### config.mk
export PLATFORM = sky130hd
export DESIGN_NAME = xml_entity_unescape
export DESIGN_NICKNAME = d
export VERILOG_FILES = /design/src/xeu_pkg.sv /design/src/xml_entity_unescape.sv /design/src/xeu_decode.sv
export SDC_FILE = /design/constraint.sdc
export NUM_CORES = 1
export LEC_CHECK = 0
export BUFFER_PORTS_ARGS = -buffer_cell sky130_fd_sc_hd__buf_2
export CORE_ASPECT_RATIO = 1.5
export CORE_UTILIZATION = 40
export DETAILED_ROUTE_END_ITERATION = 7
export PLACE_DENSITY_LB_ADDON = 0.12
export SYNTH_ARGS = -nofsm -noshare
export SYNTH_HDL_FRONTEND = slang
export SYNTH_HIERARCHICAL = 1
export SYNTH_SLANG_ARGS = --single-unit
### constraint.sdc
create_clock -name clk -period 6.5 [get_ports clk]
set_clock_uncertainty 0.15 [all_clocks]
set_input_delay 0 -clock clk [delete_from_list [all_inputs] [get_ports clk]]
set_output_delay 0 -clock clk [all_outputs]
set_load 0.005 [all_outputs]
### src/xeu_pkg.sv
// Shared types and character codes for the XML entity unescaper.
// Used by xeu_decode and xml_entity_unescape; depends on nothing else.
package xeu_pkg;

    typedef struct packed {
        logic [7:0] in_byte;
        logic       in_last;
    } in_t;

    typedef struct packed {
        logic [7:0] out_byte;
        logic       byte_present;
        logic       run_end;
        logic       string_end;
    } out_t;

    typedef struct packed {
        logic [1:0] count;
        out_t       first;
        out_t       second;
    } dec_t;

    localparam logic [7:0] CH_AMP   = 8'h26;
    localparam logic [7:0] CH_LT    = 8'h3C;
    localparam logic [7:0] CH_GT    = 8'h3E;
    localparam logic [7:0] CH_QUOT  = 8'h22;
    localparam logic [7:0] CH_APOS  = 8'h27;
    localparam logic [7:0] CH_L     = 8'h6C;
    localparam logic [7:0] CH_G     = 8'h67;
    localparam logic [7:0] CH_Q     = 8'h71;
    localparam logic [7:0] CH_A     = 8'h61;
    localparam logic [7:0] CH_M     = 8'h6D;
    localparam logic [7:0] CH_P     = 8'h70;

    localparam logic [2:0] SKIP_SHORT = 3'd2;
    localparam logic [2:0] SKIP_APOS  = 3'd3;
    localparam logic [2:0] SKIP_QUOT  = 3'd4;

endpackage

### src/xml_entity_unescape.sv
// Top level of the XML entity unescaper: input register, decoder and result buffer.
// Depends on xeu_pkg and xeu_decode.
//
// Usage: escaped bytes enter on the in_valid/in_ready channel as in_data, with
// in_last set on the final byte of each string. Decoded bytes leave on the
// out_valid/out_ready channel as out_data. Each input transfer gives zero, one
// or two result transfers; a final byte that decodes to nothing gives a marker
// with byte_present low. run_end flags the last result of an input transfer and
// string_end the last result of a string.
// A result passes through the input register and then the result buffer before
// it is offered on the out_valid/out_ready channel.
// Throughput: one input transfer per cycle while the receiver keeps up; an
// input that yields two results waits in the input register while the buffer
// still holds a result after this cycle's output transfer.
// One input byte can wait in the input register while results wait to be taken.
// Reset clears the input register, the result buffer and the decoder state to
// idle with no entity pending. When out_ready is low, results stay put and the
// input side stops accepting once the input register is full.
module xml_entity_unescape (
    input  logic          clk,
    input  logic          rst_n,
    input  logic          in_valid,
    output logic          in_ready,
    input  xeu_pkg::in_t  in_data,
    output logic          out_valid,
    input  logic          out_ready,
    output xeu_pkg::out_t out_data
);
    import xeu_pkg::*;

    in_t        item_reg;
    logic       item_valid_reg;
    logic       item_valid_next;
    out_t       q0_reg;
    out_t       q0_next;
    out_t       q1_reg;
    out_t       q1_next;
    logic [1:0] cnt_reg;
    logic [1:0] cnt_next;
    logic [1:0] base;
    logic       pop;
    logic       move;
    dec_t       dec;

    xeu_decode u_decode (
        .clk     (clk),
        .rst_n   (rst_n),
        .item    (item_reg),
        .advance (move),
        .result  (dec)
    );

    assign out_valid = (cnt_reg != 2'd0);
    assign out_data  = q0_reg;
    assign pop       = out_valid && out_ready;
    assign base      = cnt_reg - {1'b0, pop};
    assign move      = item_valid_reg &&
                       ((dec.count == 2'd0) || (base == 2'd0) ||
                        ((base == 2'd1) && (dec.count == 2'd1)));
    assign in_ready  = !item_valid_reg || move;

    always_comb
    begin
        item_valid_next = item_valid_reg;
        if (in_valid && in_ready)
        begin
            item_valid_next = 1'b1;
        end
        else if (move)
        begin
            item_valid_next = 1'b0;
        end

        q0_next  = pop ? q1_reg : q0_reg;
        q1_next  = q1_reg;
        cnt_next = base;
        if (move && dec.count != 2'd0)
        begin
            if (base == 2'd0)
            begin
                q0_next = dec.first;
            end
            else
            begin
                q1_next = dec.first;
            end
            if (dec.count == 2'd2)
            begin
                q1_next = dec.second;
            end
            cnt_next = base + dec.count;
        end
    end

    always_ff @(posedge clk or negedge rst_n)
    begin
        if (!rst_n)
        begin
            item_valid_reg <= 1'b0;
            cnt_reg        <= 2'd0;
        end
        else
        begin
            item_valid_reg <= item_valid_next;
            cnt_reg        <= cnt_next;
        end
    end

    always_ff @(posedge clk)
    begin
        if (in_valid && in_ready)
        begin
            item_reg <= in_data;
        end
        q0_reg <= q0_next;
        q1_reg <= q1_next;
    end

endmodule

### src/xeu_decode.sv
// Entity decoder: holds the match state and turns one byte into up to two results.
// Depends on xeu_pkg.
module xeu_decode (
    input  logic          clk,
    input  logic          rst_n,
    input  xeu_pkg::in_t  item,
    input  logic          advance,
    output xeu_pkg::dec_t result
);
    import xeu_pkg::*;

    typedef enum logic [1:0] {
        MODE_IDLE,
        MODE_AMP,
        MODE_AMP_A,
        MODE_SKIP
    } mode_t;

    mode_t      mode_reg;
    mode_t      mode_next;
    logic [2:0] skip_reg;
    logic [2:0] skip_next;
    logic [2:0] skip_dec;
    logic [7:0] e0;
    logic [7:0] e1;
    logic [1:0] cnt;
    logic [7:0] b;

    always_comb
    begin
        b         = item.in_byte;
        mode_next = mode_reg;
        skip_next = skip_reg;
        skip_dec  = 3'd0;
        e0        = 8'd0;
        e1        = 8'd0;
        cnt       = 2'd0;
        case (mode_reg)
            MODE_IDLE:
            begin
                if (b == CH_AMP)
                begin
                    mode_next = MODE_AMP;
                end
                else
                begin
                    e0  = b;
                    cnt = 2'd1;
                end
            end
            MODE_AMP:
            begin
                mode_next = MODE_IDLE;
                if (b == CH_L || b == CH_G || b == CH_Q)
                begin
                    cnt       = 2'd1;
                    mode_next = MODE_SKIP;
                    if (b == CH_L)
                    begin
                        e0        = CH_LT;
                        skip_next = SKIP_SHORT;
                    end
                    else if (b == CH_G)
                    begin
                        e0        = CH_GT;
                        skip_next = SKIP_SHORT;
                    end
                    else
                    begin
                        e0        = CH_QUOT;
                        skip_next = SKIP_QUOT;
                    end
                end
                else if (b == CH_A)
                begin
                    mode_next = MODE_AMP_A;
                end
                else if (b == CH_AMP)
                begin
                    mode_next = MODE_AMP;
                end
                else
                begin
                    e0  = b;
                    cnt = 2'd1;
                end
            end
            MODE_AMP_A:
            begin
                mode_next = MODE_IDLE;
                if (b == CH_M)
                begin
                    e0        = CH_AMP;
                    cnt       = 2'd1;
                    mode_next = MODE_SKIP;
                    skip_next = SKIP_SHORT;
                end
                else if (b == CH_P)
                begin
                    e0        = CH_APOS;
                    cnt       = 2'd1;
                    mode_next = MODE_SKIP;
                    skip_next = SKIP_APOS;
                end
                else
                begin
                    e0  = CH_A;
                    cnt = 2'd1;
                    if (b == CH_AMP)
                    begin
                        mode_next = MODE_AMP;
                    end
                    else
                    begin
                        e1  = b;
                        cnt = 2'd2;
                    end
                end
            end
            MODE_SKIP:
            begin
                if (skip_reg != 3'd0)
                begin
                    skip_dec = skip_reg - 3'd1;
                end
                skip_next = skip_dec;
                if (skip_dec == 3'd0)
                begin
                    mode_next = MODE_IDLE;
                end
            end
            default:
            begin
                mode_next = MODE_IDLE;
            end
        endcase

        if (item.in_last)
        begin
            if (mode_next == MODE_AMP_A)
            begin
                e0  = CH_A;
                cnt = 2'd1;
            end
            mode_next = MODE_IDLE;
            skip_next = 3'd0;
        end

        result.count         = cnt;
        result.first         = '0;
        result.second        = '0;
        if (cnt == 2'd0)
        begin
            if (item.in_last)
            begin
                result.count            = 2'd1;
                result.first.run_end    = 1'b1;
                result.first.string_end = 1'b1;
            end
        end
        else
        begin
            result.first.out_byte      = e0;
            result.first.byte_present  = 1'b1;
            result.first.run_end       = (cnt == 2'd1);
            result.first.string_end    = (cnt == 2'd1) && item.in_last;
            result.second.out_byte     = e1;
            result.second.byte_present = 1'b1;
            result.second.run_end      = 1'b1;
            result.second.string_end   = item.in_last;
        end
    end

    always_ff @(posedge clk or negedge rst_n)
    begin
        if (!rst_n)
        begin
            mode_reg <= MODE_IDLE;
            skip_reg <= 3'd0;
        end
        else if (advance)
        begin
            mode_reg <= mode_next;
            skip_reg <= skip_next;
        end
    end

endmodule
==> results of run 1 <==
logic make-up after synthesis:
| kind of cell | after synthesis | share of synthesized area (%) |
|---|---|---|
| buffers and inverters | 29 | 7.06 |
| AND/OR/NAND/NOR | 84 | 19.1 |
| adder cells (fa/ha/maj) | 4 | 1.99 |
| flip-flops | 39 | 40.6 |
| XOR/XNOR | 1 | 0.348 |
| AO/OA/AOI/OAI | 77 | 20.7 |
| multiplexers | 24 | 10.1 |
power groups by stage:
stage               clock [W]  sequential (W)  combinational (W)
detailed placement          0        0.000488           0.000750
finish               0.000157        0.000482           0.000756
global placement            0        0.000485           0.000751
global route         0.000171        0.000497           0.000858
CTS                  0.000165        0.000483           0.000762
floorplan                   0        0.000455           0.000631
synth_stat cells (3+ instances only):
cell,instances
a22o_1,3
nor2_1,9
mux2_2,12
nand2_1,32
dfrtp_1,8
buf_6,7
inv_1,9
a21oi_1,17
nor3b_1,5
edfxtp_1,20
or4_1,3
o21ai_1,3
a31oi_1,3
and2_1,4
o21a_1,4
a21o_1,5
clkbuf_1,3
dfxtp_1,11
mux2i_1,12
buf_2,5
nand3_1,3
ha_1,4
o21ai_0,21
layer usage:
layer / vias to the layer above / routed length (µm) / part of all wire [%] / GRT usage [%]
li1: 1011 / - / - / -
met1: 944 / 2270 / 41 / 20.0
met2: 53 / 2850 / 52 / 31.9
met3: 17 / 180 / 3.3 / 3.44
met4: 0 / 207 / 3.8 / 10.3
met5: - / 0 / 0 / 0
final cells by class:
class | count | area (µm²) | share of cell area, %
clock buffer | 7 | 76.3 | 2.70
multi-input combinational | 190 | 1320 | 46.6
inverter | 11 | 43.8 | 1.55
timing repair buffer | 40 | 270 | 9.57
tap | 74 | 92.6 | 3.28
sequential | 39 | 1020 | 36.1
clock inverter | 1 | 5.00 | 0.177
what timing repair did:
item	4_1_cts	5_1_grt
gates resized for setup	0	0
hold endpoints to repair	19	0
hold buffers	13	0
through the flow:
step,power (W),cells
finish,0.00140,362
global route,0.00153,362
CTS,0.00141,362
detailed placement,0.00124,341
global placement,0.00124,341
floorplan,0.00109,258
worst max path at each step:
stage	to	slack [ps]	from	depth (start not counted)
2_1_floorplan	item_reg[0]	2590	item_reg[2]	11
3_3_place_gp	q1_reg[4]	2080	item_reg[2]	10
3_5_place_dp	q1_reg[7]	2010	item_reg[2]	10
4_1_cts	q1_reg[2]	1980	item_reg[2]	10
5_1_grt	q1_reg[6]	1750	item_reg[2]	10
6_report	q1_reg[2]	1990	item_reg[2]	10
==> reports/metrics.yaml, run 1 <==
coreArea_mm2: 0.00609
finalHoldViolCount: 0
crit_family: "simple AND/OR/NAND/NOR gates"
hold_path_end: "item_reg[1]"
routed_wl_mm: 5.50
num-fill-cells: 584
path_max_fanout: 17
ys.warnings.count: 6
synth_top_area_cell: "edfxtp_1"
leakagePower_nw: 1.11
synthFlopType: "edfxtp_1"
grt_pass1_wl_mm: 9.17
period_needed_ps: 4510
fin_crit_sh_pct: 69.3
reg2reg_slack_ps: 1990
vias_per_cell: 5.59
hold_depth: 2
clock_power_share_pct: 11.3
ant_nets: 0
tightest_slew_ps: 1050
vias: 2025
switching_share_pct: 42.6
insertion_delay_ps: 290
nets: 304
yosysTopAreaCellShare_pct: 23.9
p_int_w: 0.000801
arrival_ps: 4280
area_growth_pct: 12.3
fin_ws_ps: 1990
critPathBufInv: 0
die-area_mm2: 0.00661
grt_pass1_vias: 1957
preCtsSetupSlack_ps: 2010
regToRegStartpoint: "item_reg[2]"
syn_area_per_cell_um2: 9.75
cts_tree: "built"
startpoint_type: "flop"
place.gp.congestion: 0.944
holdWs_ps: 264
synth-async-reset-ratio_pct: 20.5
peakVddDrop_mv: 0.179
critical_path_required_ps: 6270
drtIter0Drc: 68
power_switching_w: 0.000594
drive_above_1_share_pct: 19.8
status: "finished, final reports clean"
wire_per_inst_um: 15.2
grt_usage_pct: 18.3
timing.rr.end: "q1_reg[2]"
worstHoldPathType: "in -> reg"
start_util_pct: 41.3
die_width_um: 66.7
setup_violations: 0
rsz0062_at_grt: "no"
synth_area_leaders: "edfxtp_1 24%, dfxtp_1 8.8%, dfrtp_1 8.0%"
yosysUniqueCellTypes: 63
path_common_cell: "o22a_1"
drc_errors: 0
cpMaxStageDelayCell: "nor2_1"
cp-end-kind: "flop"
pwr-share-seq_pct: 34.6
ys_ff_latch: 39
maxCapViolations: 0
grt-ovfl-total: 0
cts.sinks: 39
power_density_mw_per_mm2: 494
crit_type: "reg -> reg"
ys_seq_area_share_pct: 40.6
antenna_found_initial: 0
final_common_cell: "nand2_1"
grt_max_degree: 23
antennaDiodeCount: 0
postLayoutCoreUtil_pct: 46.4
clkTransAtPathRegs_ps: 70
final_cell_mix: "32 x nand2_1, 25 x buf_2, 21 x o21ai_0"
fin_area_mm2: 0.00283
rows: 35
cts_inserted_buffers: 5
design.portCount: 26
clk_path_buf_depth: 2
die_h_um: 99.1
hpwlAfterDp_mm: 4.18
crit_chain: "or4b_4 > o41a_1 > o21a_1 > o21bai_4 > a21oi_2 > o22a_1 > and2b_1 > a22oi_1 > o22a_1 > nor2_1"
numPortBuffers: 25
netlist_area_mm2: 0.00251
slew_headroom_pct: 29.7
r2r_cells: 10
share_comb_of_total_power_pct: 54.2
cts_setup_buffers: 0
slew_viol_final: 0
root_buffer: "clkbuf_8"
drt_pass1_iterations: 4
synth_cells: 258
hp-start: "in_data[1]"
cts.htree.levels: 2
max_freq_mhz: 222
cpPeakStageDelay_ps: 630
finalSetupTns_ps: 0
synth-edff-count: 20
syn-num-nets: 275
placed_area_mm2: 0.00261
(Power assumes the default switching activity.)
==> run 2, diff against run 1 <==
==> constraint.sdc (replaced) <==
create_clock -name clk -period 3.8 [get_ports clk]
set_clock_uncertainty 0.15 [all_clocks]
set_input_delay 0 -clock clk [delete_from_list [all_inputs] [get_ports clk]]
set_output_delay 0 -clock clk [all_outputs]
set_load 0.005 [all_outputs]
==> reports/metrics.yaml, run 2 (synthesis gave the netlist of run 1 again) <==
maxCapViolations: 0  # unchanged
grt_max_degree: 23  # unchanged
clkTransAtPathRegs_ps: 70  # about the same
arrival_ps: 3580  # was 4280 ps
regToRegStartpoint: "item_reg[2]"  # unchanged
grt_pass1_wl_mm: 8.85  # was 9.17 mm
root_buffer: "clkbuf_8"  # unchanged
status: "finished, final reports clean"  # unchanged
tightest_slew_ps: 460  # was 1050 ps
design.portCount: 26  # unchanged
slew_headroom_pct: 68.9  # was 29.7%
drt_pass1_iterations: 4  # unchanged
cts_tree: "built"  # unchanged
leakagePower_nw: 1.16  # was 1.11 nW
rows: 35  # unchanged
routed_wl_mm: 5.30  # was 5.50 mm
numPortBuffers: 25  # unchanged
insertion_delay_ps: 290  # about the same
hpwlAfterDp_mm: 3.95  # was 4.18 mm
setup_violations: 0  # unchanged
nets: 315  # was 304
grt_pass1_vias: 1880  # was 1957
power_w: 0.00242  # was 0.00140 W
start_util_pct: 41.3  # unchanged
hold_path_end: "item_reg[0]"  # was item_reg[1]
drive_above_1_share_pct: 23.1  # was 19.8%
antenna_found_initial: 0  # unchanged
cts_inserted_buffers: 5  # unchanged
timing.rr.end: "u_decode/skip_reg[0]"  # was q1_reg[2]
multiInputGateArea_mm2: 0.00132  # about the same
coreArea_mm2: 0.00609  # unchanged
grt-ovfl-total: 0  # unchanged
num-fill-cells: 601  # was 584
final_common_cell: "nand2_1"  # unchanged
power_density_mw_per_mm2: 830  # was 494 mW/mm²
area_growth_pct: 15.9  # was 12.3%
r2r_cells: 12  # was 10
peakVddDrop_mv: 0.335  # was 0.179 mV
drtIter0Drc: 56  # was 68
wire_per_inst_um: 14.2  # was 15.2 µm
max_freq_mhz: 281  # was 222 MHz
startpoint_type: "flop"  # unchanged
worstHoldPathType: "in -> reg"  # unchanged
hold_depth: 2  # unchanged
postLayoutCoreUtil_pct: 47.9  # was 46.4%
die_h_um: 99.1  # unchanged
vias_per_cell: 5.38  # was 5.59
finalHoldViolCount: 0  # unchanged
place.gp.congestion: 0.916  # was 0.944
path_max_fanout: 7  # was 17
hp-start: "in_data[0]"  # was in_data[1]
ant_nets: 0  # unchanged
drc_errors: 0  # unchanged
grt_usage_pct: 17.5  # was 18.3%
crit_type: "reg -> reg"  # unchanged
period_needed_ps: 3560  # was 4510 ps
cts.htree.levels: 2  # unchanged
reg2reg_slack_ps: 240  # was 1990 ps
clk_path_buf_depth: 2  # unchanged
regArea_mm2: 0.00102  # unchanged
antennaDiodeCount: 0  # unchanged
finalSetupTns_ps: 0  # unchanged
cts.sinks: 39  # unchanged
die_width_um: 66.7  # unchanged
die-area_mm2: 0.00661  # unchanged
vias: 2006  # was 2025
fin_crit_sh_pct: 93.6  # was 69.3%
final_cell_mix: "32 x nand2_1, 25 x buf_2, 21 x o21ai_0"  # unchanged
cp-end-kind: "flop"  # unchanged
slew_viol_final: 0  # unchanged
critical_path_required_ps: 3830  # was 6270 ps
rsz0062_at_grt: "no"  # unchanged
run 2: power breakdown:
group | switching [W] | internal, W
registers | 0.000118 | 0.000678
clock network | 0.000136 | 0.000126
logic | 0.000753 | 0.000609
run 2: worst max-delay path, stage by stage, from the launching register on:
cell	delay (ps)
edfxtp_1	410
or4b_4	570
o41a_1	410
o21a_1	240
o21bai_4	140
a21oi_2	40
o22a_1	250
and2b_2	210
o21ai_0	190
nand2_1	130
nor2_1	260
o21ai_1	170
a22o_1	260
run 2: metal layers:
layer / vias to the layer above / track usage [%] / part of all wire (%)
met4: 0 / 6.22 / 1.0
met5: - / 0 / 0
li1: 1033 / - / -
met3: 4 / 3.44 / 3.2
met1: 921 / 21.3 / 43
met2: 48 / 30.0 / 52
run 2: area by class of cell:
class / count / share of cell area (%)
Sequential cell: 39 / 35.0
Clock buffer: 6 / 2.49
Multi-Input combinational cell: 190 / 45.4
Inverter: 11 / 1.50
Clock inverter: 2 / 0.301
Timing Repair Buffer: 51 / 12.1
Tap cell: 74 / 3.18
run 2: timing repair:
item / CTS / global route
buffers inserted: 0 / 0
resized for setup: 0 / 1
endpoints found under the hold margin: 19 / 0
endpoints found under the setup margin: 0 / 3
hold buffers: 13 / 0
run 2: worst max path at each step:
stage | slack (ps) | endpoint | startpoint | cells past startpoint
after floorplan | 130 | item_reg[0] | item_reg[2] | 11
after global placement | 330 | u_decode/skip_reg[1] | item_reg[1] | 13
after detailed placement | 270 | u_decode/skip_reg[0] | item_reg[2] | 12
after CTS | 260 | u_decode/skip_reg[0] | item_reg[2] | 12
after global routing | 5 | u_decode/skip_reg[0] | item_reg[1] | 13
final | 240 | u_decode/skip_reg[0] | item_reg[2] | 12
run 2: stage by stage:
step	area, µm²	setup WS (ps)	hold slack (ps)	std cells
after floorplan	2510	127	-446	258
after global placement	2700	332	-298	352
after detailed placement	2700	270	-290	352
after CTS	2910	258	255	373
after global routing	2910	4.57	265	373
final	2910	244	273	373
